## src/design/ftt_pkg.sv

```systemverilog
// Shared types, widths and constants of the fixed timestep frame timer.
// Used by ftt_alu, ftt_ctrl and the top level; depends on nothing.
`default_nettype none

package ftt_pkg;

  // Field and state widths
  localparam int unsigned DELTA_W = 48;
  localparam int unsigned TGT_W   = 32;
  localparam int unsigned TOTAL_W = 64;
  localparam int unsigned CNT_W   = 32;
  localparam int unsigned FRAC_W  = 24;
  localparam int unsigned LEFT_W  = 49;
  localparam int unsigned SEC_W   = 49;
  localparam int unsigned ALU_W   = 50;
  localparam int unsigned MUL_W   = 32;
  localparam int unsigned PROD_W  = 64;

  // Timing constants
  localparam int unsigned TICKS_PER_SEC = 10000000;
  localparam int unsigned SNAP_TICKS    = TICKS_PER_SEC / 4000;
  localparam int unsigned MAX_STEPS_DEF = 32;

  // sec / TICKS_PER_SEC ~= ((sec >> SEC_SHIFT) * SEC_RECIP) >> RECIP_SHIFT,
  // never high and at most one low; SEC_RECIP = floor(2^55 / TICKS_PER_SEC)
  localparam int unsigned      SEC_SHIFT   = 17;
  localparam int unsigned      RECIP_SHIFT = 38;
  localparam logic [MUL_W-1:0] SEC_RECIP   = 32'd3602879701;

  // Configuration register indexes and reset values
  localparam int unsigned CFG_IDX_W = 2;
  localparam logic [CFG_IDX_W-1:0] CFG_FIXED_MODE  = 2'd0;
  localparam logic [CFG_IDX_W-1:0] CFG_TARGET_STEP = 2'd1;
  localparam logic [CFG_IDX_W-1:0] CFG_MAX_DELTA   = 2'd2;

  localparam logic [TGT_W-1:0]   TARGET_RST    = 32'd166666;
  localparam logic [DELTA_W-1:0] MAX_DELTA_RST = 48'd3139180000000;

  // Input item mode codes
  localparam logic MODE_TICK  = 1'b0;
  localparam logic MODE_RESET = 1'b1;

  typedef struct packed {
    logic               fixed_mode;
    logic [TGT_W-1:0]   target_step_ticks;
    logic [DELTA_W-1:0] max_delta_ticks;
  } cfg_t;

  typedef struct packed {
    logic               stepped;
    logic [DELTA_W-1:0] step_ticks;
    logic [TOTAL_W-1:0] elapsed_sum;
    logic [CNT_W-1:0]   step_count;
    logic [CNT_W-1:0]   frames_per_second;
    logic               last;
  } result_t;

  // Shared add/subtract unit request and response
  typedef struct packed {
    logic [ALU_W-1:0] a;
    logic [ALU_W-1:0] b;
    logic             sub;
  } alu_req_t;

  typedef struct packed {
    logic             carry;
    logic [ALU_W-1:0] sum;
  } alu_rsp_t;

endpackage

`default_nettype wire

```

## src/design/fixed_timestep_frame_timer_unit.sv

```systemverilog
// Top level of the fixed timestep frame timer: config registers, output register.
// Depends on ftt_pkg, ftt_alu and ftt_ctrl.
//
//   Channel  Handshake                 Payload
//   in       in_valid_i / in_ready_o   mode_i, delta_ticks_i
//   out      out_valid_o / out_ready_i stepped_o .. last_o (one per step, at least one)
//   cfg      cfg_valid_i / cfg_ready_o cfg_index_i, cfg_data_i
//
// A reset item goes straight to EMIT. A tick runs SEC and CLAMP, then RATE in
// variable mode; fixed mode runs SNAP_A, SNAP_B when needed, ACC, and STEP for
// each step taken (up to MAX_STEPS) and a final check, skipping STEP with a zero
// target. A completed wall second adds QEST, QMUL, REM and FIX for the remainder.
// Results wait in EMIT; the states share the add/subtract unit; one item is in flight.
// Reset is asynchronous, active low; the output register decouples stalls on
// out, and the next item is taken while the last result waits there.
`default_nettype none

module fixed_timestep_frame_timer_unit #(
  parameter int unsigned MAX_STEPS = ftt_pkg::MAX_STEPS_DEF
) (
  input  wire                                clk_i,
  input  wire                                rst_ni,
  input  wire                                in_valid_i,
  output logic                               in_ready_o,
  input  wire                                mode_i,
  input  wire [ftt_pkg::DELTA_W-1:0]         delta_ticks_i,
  output logic                               out_valid_o,
  input  wire                                out_ready_i,
  output logic                               stepped_o,
  output logic [ftt_pkg::DELTA_W-1:0]        step_ticks_o,
  output logic [ftt_pkg::TOTAL_W-1:0]        elapsed_sum_o,
  output logic [ftt_pkg::CNT_W-1:0]          step_count_o,
  output logic [ftt_pkg::CNT_W-1:0]          frames_per_second_o,
  output logic                               last_o,
  input  wire                                cfg_valid_i,
  output logic                               cfg_ready_o,
  input  wire [ftt_pkg::CFG_IDX_W-1:0]       cfg_index_i,
  input  wire [ftt_pkg::DELTA_W-1:0]         cfg_data_i
);

  ftt_pkg::cfg_t     cfg_q;
  ftt_pkg::alu_req_t alu_req;
  ftt_pkg::alu_rsp_t alu_rsp;
  ftt_pkg::result_t  res;
  ftt_pkg::result_t  out_q;
  logic              res_valid;
  logic              res_ready;
  logic              out_valid_q;

  assign cfg_ready_o = 1'b1;

  // Configuration registers; unknown indexes are dropped
  always_ff @(posedge clk_i or negedge rst_ni) begin
    if (!rst_ni) begin
      cfg_q.fixed_mode        <= 1'b0;
      cfg_q.target_step_ticks <= ftt_pkg::TARGET_RST;
      cfg_q.max_delta_ticks   <= ftt_pkg::MAX_DELTA_RST;
    end else if (cfg_valid_i) begin
      case (cfg_index_i)
        ftt_pkg::CFG_FIXED_MODE:  cfg_q.fixed_mode        <= cfg_data_i[0];
        ftt_pkg::CFG_TARGET_STEP: cfg_q.target_step_ticks <= cfg_data_i[ftt_pkg::TGT_W-1:0];
        ftt_pkg::CFG_MAX_DELTA:   cfg_q.max_delta_ticks   <= cfg_data_i;
        default: ;
      endcase
    end
  end

  ftt_alu u_alu (
    .req_i (alu_req),
    .rsp_o (alu_rsp)
  );

  ftt_ctrl #(
    .MAX_STEPS (MAX_STEPS)
  ) u_ctrl (
    .clk_i         (clk_i),
    .rst_ni        (rst_ni),
    .cfg_i         (cfg_q),
    .in_valid_i    (in_valid_i),
    .in_ready_o    (in_ready_o),
    .mode_i        (mode_i),
    .delta_ticks_i (delta_ticks_i),
    .alu_req_o     (alu_req),
    .alu_rsp_i     (alu_rsp),
    .res_valid_o   (res_valid),
    .res_ready_i   (res_ready),
    .res_o         (res)
  );

  // Output register: loads when empty or being drained
  assign res_ready = !out_valid_q || out_ready_i;

  always_ff @(posedge clk_i or negedge rst_ni) begin
    if (!rst_ni) begin
      out_valid_q <= 1'b0;
    end else if (res_ready) begin
      out_valid_q <= res_valid;
    end
  end

  always_ff @(posedge clk_i) begin
    if (res_ready && res_valid) begin
      out_q <= res;
    end
  end

  assign out_valid_o         = out_valid_q;
  assign stepped_o           = out_q.stepped;
  assign step_ticks_o        = out_q.step_ticks;
  assign elapsed_sum_o       = out_q.elapsed_sum;
  assign step_count_o        = out_q.step_count;
  assign frames_per_second_o = out_q.frames_per_second;
  assign last_o              = out_q.last;

endmodule

`default_nettype wire

```

## src/design/ftt_alu.sv

```systemverilog
// Shared add/subtract/compare unit of the frame timer.
// Depends on ftt_pkg for the request and response types.
`default_nettype none

module ftt_alu (
  input  wire ftt_pkg::alu_req_t req_i,
  output ftt_pkg::alu_rsp_t      rsp_o
);

  logic [ftt_pkg::ALU_W-1:0] b_op;
  logic [ftt_pkg::ALU_W:0]   full;

  // a + b, or a + ~b + 1; carry out is a >= b when subtracting
  assign b_op  = req_i.sub ? ~req_i.b : req_i.b;
  assign full  = {1'b0, req_i.a} + {1'b0, b_op} + {{ftt_pkg::ALU_W{1'b0}}, req_i.sub};
  assign rsp_o = '{carry: full[ftt_pkg::ALU_W], sum: full[ftt_pkg::ALU_W-1:0]};

endmodule

`default_nettype wire

```

## src/design/ftt_ctrl.sv

```systemverilog
// Sequencer and timer state of the frame timer; drives the shared ALU.
// Depends on ftt_pkg; the top level supplies config and takes results.
`default_nettype none

module ftt_ctrl #(
  parameter int unsigned MAX_STEPS = ftt_pkg::MAX_STEPS_DEF
) (
  input  wire                               clk_i,
  input  wire                               rst_ni,
  input  wire ftt_pkg::cfg_t                cfg_i,
  input  wire                               in_valid_i,
  output logic                              in_ready_o,
  input  wire                               mode_i,
  input  wire [ftt_pkg::DELTA_W-1:0]        delta_ticks_i,
  output ftt_pkg::alu_req_t                 alu_req_o,
  input  wire ftt_pkg::alu_rsp_t            alu_rsp_i,
  output logic                              res_valid_o,
  input  wire                               res_ready_i,
  output ftt_pkg::result_t                  res_o
);

  localparam int unsigned N_W = $clog2(MAX_STEPS + 1);

  localparam logic [3:0] ST_IDLE   = 4'd0;
  localparam logic [3:0] ST_SEC    = 4'd1;
  localparam logic [3:0] ST_CLAMP  = 4'd2;
  localparam logic [3:0] ST_SNAP_A = 4'd3;
  localparam logic [3:0] ST_SNAP_B = 4'd4;
  localparam logic [3:0] ST_ACC    = 4'd5;
  localparam logic [3:0] ST_STEP   = 4'd6;
  localparam logic [3:0] ST_RATE   = 4'd7;
  localparam logic [3:0] ST_QEST   = 4'd8;
  localparam logic [3:0] ST_EMIT   = 4'd9;
  localparam logic [3:0] ST_QMUL   = 4'd10;
  localparam logic [3:0] ST_REM    = 4'd11;
  localparam logic [3:0] ST_FIX    = 4'd12;

  logic [3:0]                    state_q;
  logic [ftt_pkg::DELTA_W-1:0]   delta_q;
  logic [ftt_pkg::SEC_W-1:0]     sec_q;
  logic [ftt_pkg::DELTA_W-1:0]   dt_q;
  logic [ftt_pkg::LEFT_W-1:0]    leftover_q;
  logic [N_W-1:0]                n_q;
  logic [ftt_pkg::PROD_W-1:0]    prod_q;
  logic [ftt_pkg::FRAC_W-1:0]    sf_q;
  logic [ftt_pkg::CNT_W-1:0]     fis_q;
  logic [ftt_pkg::CNT_W-1:0]     rate_q;
  logic [ftt_pkg::DELTA_W-1:0]   step_len_q;
  logic [ftt_pkg::TOTAL_W-1:0]   total_q;
  logic [ftt_pkg::CNT_W-1:0]     frames_q;

  logic                          ge;
  logic [ftt_pkg::DELTA_W-1:0]   tgt_ext;
  logic [ftt_pkg::DELTA_W-1:0]   len;
  logic [ftt_pkg::TOTAL_W-1:0]   total_nxt;
  logic [ftt_pkg::CNT_W-1:0]     fis_sum;
  logic [ftt_pkg::MUL_W-1:0]     mul_a;
  logic [ftt_pkg::MUL_W-1:0]     mul_b;
  logic [ftt_pkg::PROD_W-1:0]    mul_p;
  logic                          snap_hit;
  logic                          has_step;

  assign ge        = alu_rsp_i.carry;
  assign tgt_ext   = ftt_pkg::DELTA_W'(cfg_i.target_step_ticks);
  assign len       = cfg_i.fixed_mode ? tgt_ext : dt_q;
  assign total_nxt = total_q + ftt_pkg::TOTAL_W'(len);
  assign fis_sum   = fis_q + ftt_pkg::CNT_W'(n_q);
  assign snap_hit  = alu_rsp_i.sum[ftt_pkg::DELTA_W-1:0]
                     < ftt_pkg::DELTA_W'(ftt_pkg::SNAP_TICKS);
  assign has_step  = (n_q != '0);

  // Shared multiplier: quotient estimate first, then quotient times one second
  assign mul_a = (state_q == ST_QMUL)
                 ? ftt_pkg::MUL_W'(prod_q[ftt_pkg::PROD_W-1:ftt_pkg::RECIP_SHIFT])
                 : sec_q[ftt_pkg::SEC_W-1:ftt_pkg::SEC_SHIFT];
  assign mul_b = (state_q == ST_QMUL) ? ftt_pkg::MUL_W'(ftt_pkg::TICKS_PER_SEC)
                                      : ftt_pkg::SEC_RECIP;
  assign mul_p = {{ftt_pkg::MUL_W{1'b0}}, mul_a} * {{ftt_pkg::MUL_W{1'b0}}, mul_b};

  assign in_ready_o  = (state_q == ST_IDLE);
  assign res_valid_o = (state_q == ST_EMIT);

  // Result seen after this step is applied
  always_comb begin
    res_o.stepped           = has_step;
    res_o.step_ticks        = has_step ? len : step_len_q;
    res_o.elapsed_sum       = has_step ? total_nxt : total_q;
    res_o.step_count        = has_step ? frames_q + 1'b1 : frames_q;
    res_o.frames_per_second = rate_q;
    res_o.last              = (n_q <= N_W'(1));
  end

  // Operand select for the shared unit
  always_comb begin
    alu_req_o = '0;
    case (state_q)
      ST_SEC: begin
        alu_req_o.a = ftt_pkg::ALU_W'(sf_q);
        alu_req_o.b = ftt_pkg::ALU_W'(delta_q);
      end
      ST_CLAMP: begin
        alu_req_o.a   = ftt_pkg::ALU_W'(delta_q);
        alu_req_o.b   = ftt_pkg::ALU_W'(cfg_i.max_delta_ticks);
        alu_req_o.sub = 1'b1;
      end
      ST_SNAP_A: begin
        alu_req_o.a   = ftt_pkg::ALU_W'(dt_q);
        alu_req_o.b   = ftt_pkg::ALU_W'(tgt_ext);
        alu_req_o.sub = 1'b1;
      end
      ST_SNAP_B: begin
        alu_req_o.a   = ftt_pkg::ALU_W'(tgt_ext);
        alu_req_o.b   = ftt_pkg::ALU_W'(dt_q);
        alu_req_o.sub = 1'b1;
      end
      ST_ACC: begin
        alu_req_o.a = ftt_pkg::ALU_W'(leftover_q);
        alu_req_o.b = ftt_pkg::ALU_W'(dt_q);
      end
      ST_STEP: begin
        alu_req_o.a   = ftt_pkg::ALU_W'(leftover_q);
        alu_req_o.b   = ftt_pkg::ALU_W'(tgt_ext);
        alu_req_o.sub = 1'b1;
      end
      ST_RATE: begin
        alu_req_o.a   = ftt_pkg::ALU_W'(sec_q);
        alu_req_o.b   = ftt_pkg::ALU_W'(ftt_pkg::TICKS_PER_SEC);
        alu_req_o.sub = 1'b1;
      end
      ST_REM: begin
        alu_req_o.a   = ftt_pkg::ALU_W'(sec_q);
        alu_req_o.b   = ftt_pkg::ALU_W'(prod_q[ftt_pkg::SEC_W-1:0]);
        alu_req_o.sub = 1'b1;
      end
      ST_FIX: begin
        alu_req_o.a   = ftt_pkg::ALU_W'(sec_q);
        alu_req_o.b   = ftt_pkg::ALU_W'(ftt_pkg::TICKS_PER_SEC);
        alu_req_o.sub = 1'b1;
      end
      default: alu_req_o = '0;
    endcase
  end

  // Payload latches for the current item
  always_ff @(posedge clk_i) begin
    if (state_q == ST_IDLE && in_valid_i) begin
      delta_q <= delta_ticks_i;
    end
    if (state_q == ST_SEC || state_q == ST_REM) begin
      sec_q <= alu_rsp_i.sum[ftt_pkg::SEC_W-1:0];
    end
    if (state_q == ST_QEST || state_q == ST_QMUL) begin
      prod_q <= mul_p;
    end
    if (state_q == ST_CLAMP) begin
      dt_q <= ge ? cfg_i.max_delta_ticks : delta_q;
    end else if ((state_q == ST_SNAP_A && ge && snap_hit) ||
                 (state_q == ST_SNAP_B && snap_hit)) begin
      dt_q <= tgt_ext;
    end
  end

  // Sequencer and timer state
  always_ff @(posedge clk_i or negedge rst_ni) begin
    if (!rst_ni) begin
      state_q    <= ST_IDLE;
      leftover_q <= '0;
      n_q        <= '0;
      sf_q       <= '0;
      fis_q      <= '0;
      rate_q     <= '0;
      step_len_q <= '0;
      total_q    <= '0;
      frames_q   <= '0;
    end else begin
      case (state_q)
        ST_IDLE: begin
          if (in_valid_i) begin
            n_q <= '0;
            if (mode_i == ftt_pkg::MODE_RESET) begin
              leftover_q <= '0;
              rate_q     <= '0;
              fis_q      <= '0;
              sf_q       <= '0;
              state_q    <= ST_EMIT;
            end else begin
              state_q <= ST_SEC;
            end
          end
        end
        ST_SEC: state_q <= ST_CLAMP;
        ST_CLAMP: begin
          if (cfg_i.fixed_mode) begin
            state_q <= ST_SNAP_A;
          end else begin
            leftover_q <= '0;
            n_q        <= N_W'(1);
            state_q    <= ST_RATE;
          end
        end
        ST_SNAP_A: state_q <= ge ? ST_ACC : ST_SNAP_B;
        ST_SNAP_B: state_q <= ST_ACC;
        ST_ACC: begin
          // saturate the leftover at its full scale
          leftover_q <= alu_rsp_i.sum[ftt_pkg::LEFT_W] ? '1
                        : alu_rsp_i.sum[ftt_pkg::LEFT_W-1:0];
          state_q    <= (cfg_i.target_step_ticks != '0) ? ST_STEP : ST_RATE;
        end
        ST_STEP: begin
          if (ge && n_q < N_W'(MAX_STEPS)) begin
            leftover_q <= alu_rsp_i.sum[ftt_pkg::LEFT_W-1:0];
            n_q        <= n_q + 1'b1;
          end else begin
            state_q <= ST_RATE;
          end
        end
        ST_RATE: begin
          if (ge) begin
            rate_q  <= fis_sum;
            fis_q   <= '0;
            state_q <= ST_QEST;
          end else begin
            fis_q   <= fis_sum;
            sf_q    <= sec_q[ftt_pkg::FRAC_W-1:0];
            state_q <= ST_EMIT;
          end
        end
        // remainder of a second: reciprocal estimate, back-multiply, one fix-up
        ST_QEST: state_q <= ST_QMUL;
        ST_QMUL: state_q <= ST_REM;
        ST_REM:  state_q <= ST_FIX;
        ST_FIX: begin
          sf_q    <= ge ? alu_rsp_i.sum[ftt_pkg::FRAC_W-1:0]
                        : sec_q[ftt_pkg::FRAC_W-1:0];
          state_q <= ST_EMIT;
        end
        ST_EMIT: begin
          if (res_ready_i) begin
            if (has_step) begin
              step_len_q <= len;
              total_q    <= total_nxt;
              frames_q   <= frames_q + 1'b1;
              n_q        <= n_q - 1'b1;
            end
            if (n_q <= N_W'(1)) begin
              state_q <= ST_IDLE;
            end
          end
        end
        default: state_q <= ST_IDLE;
      endcase
    end
  end

`ifndef SYNTHESIS
  a_step_cap: assert property (@(posedge clk_i) disable iff (!rst_ni)
    n_q <= N_W'(MAX_STEPS))
    else $error("step count above cap");

  a_rem_range: assert property (@(posedge clk_i) disable iff (!rst_ni)
    (state_q == ST_EMIT) |-> (sf_q < ftt_pkg::FRAC_W'(ftt_pkg::TICKS_PER_SEC)))
    else $error("second remainder out of range");

  a_last_ends: assert property (@(posedge clk_i) disable iff (!rst_ni)
    (res_valid_o && res_ready_i && res_o.last) |=> (state_q == ST_IDLE))
    else $error("sequencer did not return to idle after last result");

  a_left_down: assert property (@(posedge clk_i) disable iff (!rst_ni)
    (state_q == ST_STEP) |=> (leftover_q <= $past(leftover_q)))
    else $error("leftover grew while taking steps");
`endif

endmodule

`default_nettype wire
```

## config.mk

```make
export PLATFORM = sky130hd
export DESIGN_NAME = fixed_timestep_frame_timer_unit
export DESIGN_NICKNAME = d
export VERILOG_FILES = /design/src/design/ftt_pkg.sv /design/src/design/fixed_timestep_frame_timer_unit.sv /design/src/design/ftt_alu.sv /design/src/design/ftt_ctrl.sv
export SDC_FILE = /design/constraint.sdc
export NUM_CORES = 2
export LEC_CHECK = 0
export BUFFER_PORTS_ARGS = -buffer_cell sky130_fd_sc_hd__buf_2
export CORE_MARGIN = 1
export CORE_UTILIZATION = 35
export CTS_CLUSTER_SIZE = 24
export DETAILED_ROUTE_END_ITERATION = 8
export HOLD_SLACK_MARGIN = 0.12
export SLEW_MARGIN = 20
export SYNTH_ARGS = -nofsm -noshare
export SYNTH_HDL_FRONTEND = slang
export SYNTH_SLANG_ARGS = --single-unit
```

## constraint.sdc

```tcl
create_clock -name clk_i -period 12.8 [get_ports clk_i]
set_clock_uncertainty 0.1 [all_clocks]
set_input_delay 0.64 -clock clk_i [delete_from_list [all_inputs] [get_ports clk_i]]
set_output_delay 0.64 -clock clk_i [all_outputs]
set_load 0.01 [all_outputs]
```

==> out/qor.yml <==
netlist_area_um2: 61770
grt_setup_unrepaired: "false"
num_vias: 46120
grt.overflow.total: 0
place_ws_ps: 1584
clk_latency_ps: 700
path_buf_inv: 6
cp.arrival_ps: 11750
die_area_um2: 178200
cts_tree: "yes"
ctsResizeCount: 0
yosys.area_share.adder: 0.2839
synth_top_family_by_area: "adder cells"
slowest_stage: "dfrtp_1"
cpMostUsedCell: "fa_1"
fin_setup_tns_ps: 0
clk_path_buf_depth: 3
cts_setup_buffers: 0
dp_hpwl_mm: 159.2
cts-buffers-inserted: 87
clk_pin_slew_ps: 60
yosys.area_share.simple: 0.1085
endpoint_kind: "flip-flop"
regArea_um2: 20990
grt_pass1_vias: 47530
gp_congestion: 0.9773
grt-busiest-layer: "met2"
hp-class: "input port to flip-flop"
crit_family: "adder cells"
synth_compound_area_frac: 0.1165
status: "completed"
cts_sinks: 760
cpPeakStageDelay_ps: 910
max_cap_viol_count: 0
grt_usage: 0.2263
drc_errors: 0
synthTopCellsByCount: "836 x nand2_1, 821 x inv_1, 541 x fa_1"
root_buffer: "clkbuf_16"
initial_utilization: 0.3538
synthTopCellsByArea: "edfxtp_1 19%, fa_1 18%, dfrtp_1 14%"
drt-pass1-iter-count: 6
fmax_mhz: 87.64
maxSlewHeadroom: 0.2459
crit_type: "flip-flop to flip-flop"
drtIter0Drc: 4011
synthArstFlopShare: 0.4908
synth_xor_area_frac: 0.04679
hold_viol_final: 0
core_area_um2: 174600
totalWireLength_mm: 202.9
synthMostInstantiatedCell: "nand2_1"
cp.required_ps: 13140
h-tree-depth: 3
grt_pass1_wl_mm: 304.9
wl_per_cell_um: 23.23
ys_seq_elements: 760
cp_max_fo: 24
die_w_um: 422.1
rows: 153
period_share: 0.8914
synth_warnings: 0
io_buffers: 283
yosysSeqAreaShare: 0.3398
grt_start_max_net_pins: 151
io_pins: 285
avgSynthCellArea_um2: 10.21
drv_slew: 0
final_net_count: 7510
synth.top_cell.area_share: 0.1881
multi_input_area_um2: 36860
post-route-min-period_ps: 11410
synthToLayoutAreaGrowth_pct: 12.61
grtUsageMet2: 0.3741
synth.largest_area_cell: "edfxtp_1"
grt_use_met3: 0.02696
use_met1: 0.2955
finalHoldWorstSlack_ps: 176.5
worstMarginPinSlew_ps: 1129
cp-start-kind: "flip-flop"
finalWorstSetupSlack_ps: 1390
n_fill_cell: 17100
synth_cell_type_count: 98
synth.area.mux_share: 0.03851
finalSetupViolCount: 0
synth_edf_count: 387
postRouteAntennaNets: 0
drive_gt1_frac: 0.1170
via_per_inst: 5.280
synthCells: 6050
antenna_found_initial: 5
synth-main-ff-cell: "edfxtp_1"
die_h_um: 422.1
per-stage QoR:
stage	cells	utilization	instance area, um2
global route	8733	0.3984	69560
finish	8735	0.3984	69560
detailed placement	8481	0.3764	65710
CTS	8733	0.3984	69560
global placement	8481	0.3764	65710
floorplan	6056	-	61790
path summary, 6_finish.rpt:
path,startpoint,endpoint,slack [ps],cells past startpoint
hold / removal,cfg_data_i[0],cfg_q[80],180,2
max in group asynchronous,rst_ni,u_ctrl.total_q[7],9070,5
hold reg to reg,u_ctrl.rate_q[11],frames_per_second_o[11],340,0
min in group asynchronous,rst_ni,u_ctrl.rate_q[16],470,2
setup reg to reg,u_ctrl.state_q[2],u_ctrl.prod_q[62],1390,32
setup / recovery,u_ctrl.state_q[2],u_ctrl.prod_q[62],1390,32
cell type report:
class                           instances  share of cell area
Timing Repair Buffer                  428             0.03932
Clock inverter                         52            0.008778
Tap cell                             2325             0.04182
Sequential cell                       760              0.3018
Multi-Input combinational cell       4232              0.5298
Antenna cell                            2          0.00007195
Clock buffer                          112             0.03382
Inverter                              824             0.04459
sequential cells by signal (all words and copies together), names as in the netlist:
| register | cells |
|---|---|
| cfg_q | 81 |
| elapsed_sum_o | 64 |
| frames_per_second_o | 32 |
| last_o | 1 |
| out_valid_o | 1 |
| step_count_o | 32 |
| step_ticks_o | 48 |
| stepped_o | 1 |
| u_ctrl.delta_q | 48 |
| u_ctrl.dt_q | 48 |
| u_ctrl.fis_q | 32 |
| u_ctrl.frames_q | 32 |
| u_ctrl.leftover_q | 49 |
| u_ctrl.n_q | 6 |
| u_ctrl.prod_q | 64 |
| u_ctrl.rate_q | 32 |
| u_ctrl.sec_q | 49 |
| u_ctrl.sf_q | 24 |
| u_ctrl.state_q | 4 |
| u_ctrl.step_len_q | 48 |
| u_ctrl.total_q | 64 |
metal layers:
layer,vias to the layer above,wire length (um)
met4,4,10530
li1,21100,-
met2,1541,95460
met5,-,17
met1,23140,85200
met3,338,11660
cells by family (layout without fill, tap and decap cells):
kind of cell | count (synthesis) | count (layout)
other cells | 2 | 10
mux | 215 | 215
fa+ha+maj | 1078 | 1078
flops | 760 | 760
simple gates | 1491 | 1491
buf+inv | 1064 | 1416
compound gates | 1110 | 1110
xor+xnor | 330 | 330
cell usage in the layout, fill, tap and decap left out, drive strengths merged, types with 116 or more instances in the layout:
cell type / instances
mux2: 181
xnor2: 214
buf: 340
a21oi: 265
o21ai: 312
edfxtp: 387
xor2: 116
dfrtp: 345
ha: 532
nor2: 196
fa: 541
inv: 829
a22oi: 132
nand2: 838
repair_timing:
action | 4_1_cts | 5_1_grt
setup endpoints to repair | 0 | 0
hold buffers | 88 | 0
hold endpoints to repair | 192 | 0
Power is not shown: default switching activity piles up to over one toggle a cycle in this logic, so the estimate is an artifact.
